File: config.mk
export PLATFORM = sky130hd
export DESIGN_NAME = utf8_encoding_detector_flat
export DESIGN_NICKNAME = d
export VERILOG_FILES = /design/src/rtl/u8d_pkg.sv /design/src/rtl/u8d_if.sv /design/src/rtl/utf8_encoding_detector.sv /design/src/flat_wrapper.sv
export SDC_FILE = /design/constraint.sdc
export NUM_CORES = 1
export LEC_CHECK = 0
export BUFFER_PORTS_ARGS = -buffer_cell sky130_fd_sc_hd__buf_2
export CAP_MARGIN = 5
export CORE_AREA = 2 2 59 61
export DETAILED_ROUTE_END_ITERATION = 12
export DIE_AREA = 0 0 61 63
export RECOVER_POWER = 50
export SYNTH_ARGS = -nofsm -noshare
export SYNTH_HDL_FRONTEND = slang
export SYNTH_SLANG_ARGS = --single-unit
File: constraint.sdc
create_clock -name clk -period 2.8 [get_ports clk]
set_clock_uncertainty 0.15 [all_clocks]
set_input_delay 0.42 -clock clk [delete_from_list [all_inputs] [get_ports clk]]
set_output_delay 0.42 -clock clk [all_outputs]
set_load 0.01 [all_outputs]
File: src/rtl/u8d_pkg.sv
// Types, byte constants and decode helpers for the UTF-8 detector.
`timescale 1ns / 1ps
`default_nettype none
package u8d_pkg;

  typedef logic [7:0] byte_t;
  typedef logic [1:0] cont_t;
  typedef logic [1:0] pos_t;
  typedef logic [2:0] cls_t;

  // Allowed range for the next continuation byte
  localparam cls_t CLS_ANY = 3'd0;  // 80-BF
  localparam cls_t CLS_E0  = 3'd1;  // A0-BF
  localparam cls_t CLS_ED  = 3'd2;  // 80-9F
  localparam cls_t CLS_F0  = 3'd3;  // 90-BF
  localparam cls_t CLS_F4  = 3'd4;  // 80-8F

  localparam byte_t LEAD2_LO = 8'hC2;
  localparam byte_t LEAD2_HI = 8'hDF;
  localparam byte_t LEAD3_LO = 8'hE0;
  localparam byte_t LEAD3_HI = 8'hEF;
  localparam byte_t LEAD_ED  = 8'hED;
  localparam byte_t LEAD4_LO = 8'hF0;
  localparam byte_t LEAD4_HI = 8'hF4;
  localparam byte_t CONT_LO  = 8'h80;
  localparam byte_t CONT_HI  = 8'hBF;
  localparam byte_t E0_LO    = 8'hA0;
  localparam byte_t ED_HI    = 8'h9F;
  localparam byte_t F0_LO    = 8'h90;
  localparam byte_t F4_HI    = 8'h8F;

  localparam byte_t BOM_0 = 8'hEF;
  localparam byte_t BOM_1 = 8'hBB;
  localparam byte_t BOM_2 = 8'hBF;

  localparam pos_t POS_SAT = 2'd3;

  typedef struct packed {
    cont_t cont;      // continuation bytes still expected
    cls_t  cls;       // range for the next continuation
    pos_t  pos;       // bytes seen, saturating
    logic  bom_ok;    // prefix still matches EF BB BF
    logic  valid;     // no violation yet
    logic  high;      // a byte with bit 7 set was seen
  } track_t;

  localparam track_t TRACK_INIT = '{
    cont:   2'd0,
    cls:    CLS_ANY,
    pos:    2'd0,
    bom_ok: 1'b1,
    valid:  1'b1,
    high:   1'b0
  };

  function automatic byte_t mark_byte(input pos_t pos);
    byte_t m;
    unique case (pos)
      2'd0:    m = BOM_0;
      2'd1:    m = BOM_1;
      2'd2:    m = BOM_2;
      default: m = 8'h00;
    endcase
    return m;
  endfunction

  function automatic logic in_class(input byte_t b, input cls_t cls);
    logic ok;
    unique case (cls)
      CLS_E0:  ok = (b >= E0_LO)   && (b <= CONT_HI);
      CLS_ED:  ok = (b >= CONT_LO) && (b <= ED_HI);
      CLS_F0:  ok = (b >= F0_LO)   && (b <= CONT_HI);
      CLS_F4:  ok = (b >= CONT_LO) && (b <= F4_HI);
      default: ok = (b >= CONT_LO) && (b <= CONT_HI);
    endcase
    return ok;
  endfunction

endpackage
`default_nettype wire

File: src/rtl/u8d_if.sv
// Valid/ready channel interfaces for the detector's byte input and verdict output.
`timescale 1ns / 1ps
`default_nettype none
interface u8d_in_if import u8d_pkg::*; ();
  logic  valid;
  logic  ready;
  byte_t data_byte;
  logic  final_byte;

  modport source (output valid, output data_byte, output final_byte, input ready);
  modport sink   (input valid, input data_byte, input final_byte, output ready);
endinterface

interface u8d_out_if import u8d_pkg::*; ();
  logic valid;
  logic ready;
  logic is_utf8;
  logic bom_found;
  logic well_formed;
  logic high_seen;

  modport source (output valid, output is_utf8, output bom_found, output well_formed,
                  output high_seen, input ready);
  modport sink   (input valid, input is_utf8, input bom_found, input well_formed,
                  input high_seen, output ready);
endinterface
`default_nettype wire

File: src/rtl/utf8_encoding_detector.sv
// UTF-8 encoding detector: top level with byte input stage and verdict register.
//
// Usage:
//  - in_chan carries one file byte per item (data_byte) with final_byte set on
//    the last byte of the file. Every file is at least one byte long.
//  - out_chan carries one verdict item per file, produced by its last byte:
//    is_utf8 = bom_found | (well_formed & high_seen), plus the three flags.
//  - Non-final bytes produce no output item; they only update tracking state.
// Timing:
//  - One byte per cycle sustained. An accepted byte sits in the input register
//    while the tracking update runs on it; the verdict for the last byte is
//    then written to the verdict register and shown on out_chan.
//  - The only limit on rate is the single verdict register: a final byte
//    waits in the input stage while an earlier verdict is still unread.
// Reset (rst_n low, synchronous): both stages empty, tracking state back to
//  its start value (no BOM mismatch, valid, no high byte seen).
// Stall: while out_chan.ready is low the verdict holds; non-final bytes keep
//  flowing, and in_chan.ready drops only when a final byte is blocked behind it.
// After each verdict the tracking state clears, so the next file starts fresh.
`timescale 1ns / 1ps
`default_nettype none
module utf8_encoding_detector import u8d_pkg::*; (
  input  wire        clk,
  input  wire        rst_n,
  u8d_in_if.sink     in_chan,
  u8d_out_if.source  out_chan
);

  // Input stage
  logic   s1_valid_r;
  byte_t  s1_byte_r;
  logic   s1_final_r;
  logic   s1_adv;
  logic   in_fire;

  // Tracking state
  track_t track_r;
  track_t track_nxt;

  // Verdict register
  logic   out_valid_r;
  logic   out_utf8_r;
  logic   out_bom_r;
  logic   out_wf_r;
  logic   out_high_r;

  logic   bom_v;
  logic   wf_v;

  // A non-final byte never needs output room; a final one needs the verdict
  // register empty or being read this cycle.
  assign s1_adv  = s1_valid_r && (!s1_final_r || !out_valid_r || out_chan.ready);
  assign in_chan.ready = !s1_valid_r || s1_adv;
  assign in_fire = in_chan.valid && in_chan.ready;

  // Per-byte tracking update
  always_comb begin
    track_nxt = track_r;

    // BOM prefix match over the first three bytes
    if (track_r.pos != POS_SAT) begin
      if (s1_byte_r != mark_byte(track_r.pos)) begin
        track_nxt.bom_ok = 1'b0;
      end
      track_nxt.pos = track_r.pos + 2'd1;
    end

    if (s1_byte_r[7]) begin
      track_nxt.high = 1'b1;
    end

    // Strict UTF-8 check; frozen once a violation is seen
    if (track_r.valid) begin
      if (track_r.cont != 2'd0) begin
        track_nxt.cls = CLS_ANY;
        if (in_class(s1_byte_r, track_r.cls)) begin
          track_nxt.cont = track_r.cont - 2'd1;
        end else begin
          track_nxt.valid = 1'b0;
          track_nxt.cont  = 2'd0;
        end
      end else if (s1_byte_r[7]) begin
        if ((s1_byte_r >= LEAD2_LO) && (s1_byte_r <= LEAD2_HI)) begin
          track_nxt.cont = 2'd1;
          track_nxt.cls  = CLS_ANY;
        end else if ((s1_byte_r >= LEAD3_LO) && (s1_byte_r <= LEAD3_HI)) begin
          track_nxt.cont = 2'd2;
          track_nxt.cls  = (s1_byte_r == LEAD3_LO) ? CLS_E0 :
                           (s1_byte_r == LEAD_ED)  ? CLS_ED : CLS_ANY;
        end else if ((s1_byte_r >= LEAD4_LO) && (s1_byte_r <= LEAD4_HI)) begin
          track_nxt.cont = 2'd3;
          track_nxt.cls  = (s1_byte_r == LEAD4_LO) ? CLS_F0 :
                           (s1_byte_r == LEAD4_HI) ? CLS_F4 : CLS_ANY;
        end else begin
          // stray continuation, C0/C1, F5-FF
          track_nxt.valid = 1'b0;
        end
      end
    end
  end

  // Verdict as seen after this byte; truncated sequence fails well_formed
  assign bom_v = track_nxt.bom_ok && (track_nxt.pos == POS_SAT);
  assign wf_v  = track_nxt.valid && (track_nxt.cont == 2'd0);

  always_ff @(posedge clk) begin
    if (!rst_n) begin
      s1_valid_r <= 1'b0;
    end else if (in_fire) begin
      s1_valid_r <= 1'b1;
    end else if (s1_adv) begin
      s1_valid_r <= 1'b0;
    end
  end

  always_ff @(posedge clk) begin
    if (in_fire) begin
      s1_byte_r  <= in_chan.data_byte;
      s1_final_r <= in_chan.final_byte;
    end
  end

  always_ff @(posedge clk) begin
    if (!rst_n) begin
      track_r <= TRACK_INIT;
    end else if (s1_adv) begin
      track_r <= s1_final_r ? TRACK_INIT : track_nxt;
    end
  end

  always_ff @(posedge clk) begin
    if (!rst_n) begin
      out_valid_r <= 1'b0;
    end else if (s1_adv && s1_final_r) begin
      out_valid_r <= 1'b1;
    end else if (out_chan.ready) begin
      out_valid_r <= 1'b0;
    end
  end

  always_ff @(posedge clk) begin
    if (s1_adv && s1_final_r) begin
      out_utf8_r <= bom_v || (wf_v && track_nxt.high);
      out_bom_r  <= bom_v;
      out_wf_r   <= wf_v;
      out_high_r <= track_nxt.high;
    end
  end

  assign out_chan.valid       = out_valid_r;
  assign out_chan.is_utf8     = out_utf8_r;
  assign out_chan.bom_found   = out_bom_r;
  assign out_chan.well_formed = out_wf_r;
  assign out_chan.high_seen   = out_high_r;

endmodule
`default_nettype wire

File: src/flat_wrapper.sv
// flat-port wrapper written by rule: the top's interface ports become plain ports
module utf8_encoding_detector_flat import u8d_pkg::*;
  (clk, rst_n, in_chan_valid, in_chan_data_byte, in_chan_final_byte, in_chan_ready, out_chan_valid, out_chan_is_utf8, out_chan_bom_found, out_chan_well_formed, out_chan_high_seen, out_chan_ready);
  u8d_in_if in_chan_i ();
  u8d_out_if out_chan_i ();
  input  wire clk;
  input  wire rst_n;
  input wire logic [$bits(in_chan_i.valid)-1:0] in_chan_valid;
  input wire logic [$bits(in_chan_i.data_byte)-1:0] in_chan_data_byte;
  input wire logic [$bits(in_chan_i.final_byte)-1:0] in_chan_final_byte;
  output wire logic [$bits(in_chan_i.ready)-1:0] in_chan_ready;
  output wire logic [$bits(out_chan_i.valid)-1:0] out_chan_valid;
  output wire logic [$bits(out_chan_i.is_utf8)-1:0] out_chan_is_utf8;
  output wire logic [$bits(out_chan_i.bom_found)-1:0] out_chan_bom_found;
  output wire logic [$bits(out_chan_i.well_formed)-1:0] out_chan_well_formed;
  output wire logic [$bits(out_chan_i.high_seen)-1:0] out_chan_high_seen;
  input wire logic [$bits(out_chan_i.ready)-1:0] out_chan_ready;
  assign in_chan_i.valid = in_chan_valid;
  assign in_chan_i.data_byte = in_chan_data_byte;
  assign in_chan_i.final_byte = in_chan_final_byte;
  assign in_chan_ready = in_chan_i.ready;
  assign out_chan_valid = out_chan_i.valid;
  assign out_chan_is_utf8 = out_chan_i.is_utf8;
  assign out_chan_bom_found = out_chan_i.bom_found;
  assign out_chan_well_formed = out_chan_i.well_formed;
  assign out_chan_high_seen = out_chan_i.high_seen;
  assign out_chan_i.ready = out_chan_ready;
  utf8_encoding_detector u_core (.clk(clk), .rst_n(rst_n), .in_chan(in_chan_i), .out_chan(out_chan_i));
endmodule
==> impl_results.md, run 1 <==
* Final Cell Area at 0.00149 sq mm
* Max Clk Rate at 461 MHz
* Yosys top cell area share at 28.1%
* Hold Violations, Final at 0
* Post-layout power at 0.654 mW
* Core area at 0.00323 sq mm
* DPL Wire Length at 2050 um
* I/O pins at 19
* CTS tree: done
* Worst Hold End: u_core.s1_byte_r[7]$_DFFE_PP_
* Clock share of power at 24.1%
* Power per cell area at 440 mW/mm^2
* Total GRT Usage at 15.8%
* Hold crit path type: input pin to flip-flop
* Register-to-register setup slack at 630 ps
* Via count at 1,101
* Largest net degree at the start of global routing at 15
* First DRT Iteration DRCs at 21
* Slew HR at 36.8%
* Die ar. at 0.00384 sq mm
* Fin. max-slew vios at 0
* Met3 WL at 101 um
* Logic pwr share at 11.2%
* Seq pwr share at 64.7%
* WP data arrival at 2100 ps
* Register bit total from synthesis at 25
* M1 WL at 1220 um
* Gr ovfl total at 0
* Unique cell type count in the Yosys netlist at 47
* Skew-Pair Late Insertion Delay at 320 ps
* Worst slew pin tran at 943 ps
* Antenna Cells at 0
* Share of cells above drive strength 1 at 16.1%
* Clk root buf: clkbuf_4
* Hold wc startpoint: in_chan_data_byte[7]
* Sw frac at 25.4%
* CP Buf/Inv Count at 0
* CTS Hold Bufs at 0
* Post-cts sizing count at 0
* Status: completed
* Vias per cell at 5.32
* Cell taking the most area after synthesis: edfxtp_1
* R2R Path Start: u_core.s1_byte_r[4]$_DFFE_PP_
* Post-CTS Setup Bufs at 0
* Critical-path maximum fanout at 11
* Final ANT Viol Nets at 0
* Syn_nets at 163
* Per-cell routed wire length at 12.8 um
* CP startpoint kind: flip-flop
* Maximum vdd ir drop at 229 uV
* Top delay family on crit path: compound AO/OA/AOI/OAI gates
* Max_cap viols at 0
* Top cells by area in the synthesized netlist: edfxtp_1 28%, dfxtp_1 17%, ha_1 4.5%, nand2_1 4.1%, inv_1 3.8%
* Number of buffers added on ports at 18
* Final setup fails at 0
* Routed WL at 2660 um
* # rows at 21
* CP Cell Sequence: or4_4 > o221a_2 > o221ai_1 > o41ai_2
* Vias in the first global route at 1,045
* Highest metal used: met4
* Leak at 0.575 nW
* Seq/Total Area, Yosys at 45.4%
* Worst hold path cell count at 1
* Worst path max stage delay at 610 ps
* Reg-to-reg endpoint: u_core.out_chan.is_utf8$_DFFE_PP_
* First-pass GRT wire length at 4620 um
* Die H at 63 um
* Initial antenna violation count at 0
* Placed instance area at 0.00147 sq mm
* Sw Pwr at 0.166 mW
* Total internal power at 0.488 mW
* RSZ-0062 raised after global routing: no
* Cell area after synthesis at 0.00139 sq mm
* Final GP Congestion at 0.887
* Worst-path clk slew at 140 ps
* Layout area overhead at 7.02%
* DRT Pass-1 Iters at 4
* Total CTS buffers at 3
* Mapped Avg Cell Area at 9.59 sq um
* H-Tree Depth at 1
* Die width at 61 um
* Initial core utilization at 43.0%
* DRC Markers at 0
* Max Root-Sink Buffers at 2
* Ys Warns at 0
* Req. time, crit path at 2730 ps
* CTS sink cnt at 25
* R2R depth at 4
* Critical Path Source: u_core.s1_byte_r[4]$_DFFE_PP_
* Crit share post-route at 77.5%
* Post-layout util at 46.0%
* Setup TNS at 0 ps
* Worst path slowest cell: or4_4
* Fin crit period at 2170 ps
* Post-Synthesis Cells at 145
* Layout fillers at 340
* Final net count at 180
* Wire length on met2 at 1260 um
* Setup crit end kind: flip-flop
* WS Path Type: flip-flop to flip-flop
cells by family after synthesis:
group,synth area share [%]
XOR/XNOR,0.630
buffers and inverters,9.45
AND/OR/NAND/NOR,21.3
AO/OA/AOI/OAI,18.7
adder cells (fa/ha/maj),4.50
flip-flops,45.4
state kept, by name, indices dropped and copies added, names as in the netlist:
name / flops
u_core.out_chan.bom_found: 1
u_core.out_chan.high_seen: 1
u_core.out_chan.is_utf8: 1
u_core.out_chan.valid: 1
u_core.out_chan.well_formed: 1
u_core.s1_byte_r: 8
u_core.s1_final_r: 1
u_core.s1_valid_r: 1
u_core.track_r: 10
layout make-up:
class,count,area [sq um],area share [%]
multi-input combinational,98,628,42.2
inverter,15,56.3,3.78
clock buffer,3,22.5,1.51
timing repair buffer,19,87.6,5.89
sequential,25,631,42.4
tap,46,57.6,3.87
clock inverter,1,5.00,0.336
per-stage QoR:
stage	hold WS [ps]	setup WS [ps]	cells
3_5_place_dp	346	630	203
6_report	115	630	207
5_1_grt	88.8	550	207
2_1_floorplan	317	826	145
4_1_cts	103	621	207
3_3_place_gp	334	650	203
worst max path at each step:
| stage | to | slack, ps | cells past startpoint |
|---|---|---|---|
| 6_report | u_core.out_chan.is_utf8$_DFFE_PP_ | 630 | 4 |
| 5_1_grt | u_core.out_chan.is_utf8$_DFFE_PP_ | 550 | 4 |
| 4_1_cts | u_core.out_chan.is_utf8$_DFFE_PP_ | 620 | 4 |
| 3_5_place_dp | u_core.out_chan.is_utf8$_DFFE_PP_ | 630 | 4 |
| 3_3_place_gp | u_core.out_chan.is_utf8$_DFFE_PP_ | 650 | 4 |
| 2_1_floorplan | u_core.out_chan.is_utf8$_DFFE_PP_ | 830 | 4 |
cell usage after synthesis (all sizes together):
| cell type | number |
|---|---|
| o21ai | 7 |
| a31oi | 3 |
| o31ai | 2 |
| or3 | 1 |
| edfxtp | 13 |
| o41ai | 1 |
| a32oi | 1 |
| inv | 14 |
| nor3b | 1 |
| o31a | 1 |
| nor4 | 1 |
| a311o | 1 |
| o22ai | 1 |
| nand4 | 3 |
| nor3 | 6 |
| o21a | 1 |
| a41o | 1 |
| o221ai | 2 |
| ha | 5 |
| o221a | 1 |
| clkbuf | 4 |
| a41oi | 2 |
| nand2b | 4 |
| nor2b | 2 |
| clkdlybuf4s15 | 1 |
| and4b | 1 |
| xnor2 | 1 |
| nor2 | 8 |
| or4b | 1 |
| nand3b | 1 |
| buf | 2 |
| and3 | 1 |
| nand3 | 9 |
| a22oi | 1 |
| clkinv | 1 |
| nor4b | 1 |
| dfxtp | 12 |
| or4 | 1 |
| o2111ai | 1 |
| a21boi | 1 |
| nand2 | 15 |
| a21oi | 9 |
routing by layer:
metal  vias to the layer above  track usage [%]
met5                         -                0
li1                        568                -
met2                        23             22.7
met1                       504             22.6
met4                         0             7.88
met3                         6             2.48
placed cells by master, fill, tap and decap left out, types with 2 or more instances in the layout:
cell type,count
nor3_1,6
ha_1,5
nand3_1,9
buf_2,13
nand2_1,15
edfxtp_1,13
clkbuf_1,6
a31oi_1,3
o21ai_0,6
nor2_1,7
a41oi_1,2
dfxtp_1,12
a21oi_1,8
nand2b_1,4
o31ai_1,2
o221ai_1,2
nand4_1,3
clkbuf_4,3
inv_1,14
nor2b_1,2
power by group through the flow:
stage	logic [mW]	registers, mW	clock network [mW]
finish	0.0732	0.423	0.158
CTS	0.0749	0.423	0.168
floorplan	0.0649	0.420	0
global placement	0.0732	0.431	0
detailed placement	0.0745	0.431	0
global route	0.0822	0.426	0.183
Note: power is estimated with default switching activity, not from simulation.
==> run 2, diff against run 1 <==
PLACE_DENSITY = 0.66   (was not set)
clock period = 1.9 ns   (was 2.8 ns; I/O delays follow)
==> run 2 against run 1 <==
Die area stayed put. Largest power group unchanged. First-iteration DRC count is 48% higher. Via count up 11%. Sequential power rose by 44%. Clock power is 56% higher. Utilization grew 8.8 points. Worst setup slack worse by 650 ps. Power is 59% higher. Sequential share of layout area is 6.8 points lower. Largest cell class is now multi-input combinational cells. The run now ends with setup timing left.
==> impl_results.md, run 2 (synthesized netlist as in run 1, its figures left out) <==
* Status: finished with violations
* Failing checks: setup timing
* Vias in the first global route at 1,168
* Layout area overhead at 27.5%
* Reg with most FFs: u_core.track_r
* Total GRT Usage at 17.8%
* Final net count at 209
* Post-layout util at 54.9%
* Worst slew pin tran at 367 ps
* First DRT Iteration DRCs at 31
* Crit share post-route at 101%
* Fin crit period at 1920 ps
* Die ar. at 0.00384 sq mm
* DRT Pass-1 Iters at 4
* CP Buf/Inv Count at 0
* Vias per cell at 5.19
* Die H at 63 um
* Max Root-Sink Buffers at 2
* Final GP Congestion at 0.961
* H-Tree Depth at 1
* Via count at 1,226
* Leak at 0.711 nW
* WP data arrival at 1860 ps
* CTS sink cnt at 25
* DPL Wire Length at 2240 um
* Worst-path clk slew at 150 ps
* Final Cell Area at 0.00177 sq mm
* Setup TNS at -26.4 ps
* Critical-path maximum fanout at 3
* Routed WL at 3070 um
* Initial core utilization at 43.0%
* Largest net degree at the start of global routing at 16
* Total CTS buffers at 3
* CP Cell Sequence: or4_4 > o221a_4 > o221ai_4 > o41ai_2
* Gr ovfl total at 0
* Share of cells above drive strength 1 at 25.8%
* Placed instance area at 0.00160 sq mm
* Final ANT Viol Nets at 0
* Top Registers: u_core.track_r (10), u_core.s1_byte_r (8)
* Post-Place Setup Slack at -74.4 ps
* Number of buffers added on ports at 18
* # rows at 21
* Worst path max stage delay at 570 ps
* Core area at 0.00323 sq mm
* Maximum vdd ir drop at 451 uV
* Hold crit path type: input pin to flip-flop
* Final setup fails at 2
* DRC Markers at 0
* I/O pins at 19
* Worst path slowest cell: or4_4
* Max Clk Rate at 520 MHz
* Slack of the critical path at -21.3 ps
* Top delay family on crit path: simple AND/OR/NAND/NOR gates
* Max_cap viols at 0
* Clk root buf: clkbuf_4
* WS Path Type: flip-flop to flip-flop
* CP startpoint kind: flip-flop
* CTS tree: done
* Hold_ws at 45.3 ps
* First-pass GRT wire length at 5180 um
* Most frequent cells in the layout: 17 x buf_4, 15 x nand2_1, 14 x inv_1, 13 x buf_2, 13 x edfxtp_1
* Fin. max-slew vios at 0
* RSZ-0062 raised after global routing: yes
* Antenna Cells at 0
* Per-cell routed wire length at 13.0 um
* Most common cell after layout, fill and taps aside: buf_4
* Die width at 61 um
* Initial antenna violation count at 0
* Setup crit end kind: flip-flop
* Slew HR at 75.5%
* Largest register FFs at 10
* Hold Violations, Final at 0
* Skew-Pair Late Insertion Delay at 320 ps
* Req. time, crit path at 1840 ps
* Power per cell area at 585 mW/mm^2
[run 2: cell types whose count changed in the layout (fill, tap and decap cells not counted), sizes merged]
| cell | before | now |
|---|---|---|
| buf | 13 | 31 |
| clkbuf | 9 | 11 |
| clkinv | 2 | 1 |
| dlygate4sd3 | 0 | 9 |
| inv | 14 | 15 |
[run 2: final timing paths]
| path | start | end | slack [ps] | depth (start not counted) |
|---|---|---|---|---|
| max reg2reg | u_core.s1_byte_r[3]$_DFFE_PP_ | u_core.out_chan.is_utf8$_DFFE_PP_ | -20 | 4 |
| max | u_core.s1_byte_r[3]$_DFFE_PP_ | u_core.out_chan.is_utf8$_DFFE_PP_ | -20 | 4 |
| min reg2reg | u_core.track_r[7]$_SDFFE_PN0P_ | u_core.track_r[7]$_SDFFE_PN0P_ | 360 | 2 |
| min | rst_n | u_core.track_r[1]$_SDFFE_PN1P_ | 50 | 2 |
[run 2: metrics by stage]
stage / total power [mW] / cells
global placement: 0.769 / 218
detailed placement: 0.772 / 218
finish: 1.04 / 236
global route: 1.08 / 236
floorplan: 0.719 / 145
CTS: 1.03 / 234
[run 2: metal layers]
layer / global-route usage [%] / part of all wire (%)
met4: 8.15 / 2.9
met5: 0 / 0
met2: 28.9 / 51
met1: 22.6 / 43
met3: 2.69 / 2.9
[run 2: where the power goes]
group | internal, mW | switching, mW | total (mW)
Sequential | 0.592 | 0.0190 | 0.611
Combinational | 0.0904 | 0.0897 | 0.180
Clock | 0.0818 | 0.164 | 0.246
[run 2: layout make-up]
class	instances	area (sq um)
fill	286	1460
multi-input combinational	98	674
sequential	25	631
timing repair buffer	48	325
tap	46	57.6
inverter	15	56.3
clock buffer	3	22.5
clock inverter	1	6.26
[run 2: what timing repair did]
item / in CTS / in global routing
hold buffers: 9 / 0
endpoints found under the hold margin: 9 / 0
gates resized for setup: 2 / 5
pin swaps: 1 / 4
setup endpoints to repair: 4 / 6
setup buffers: 3 / 2
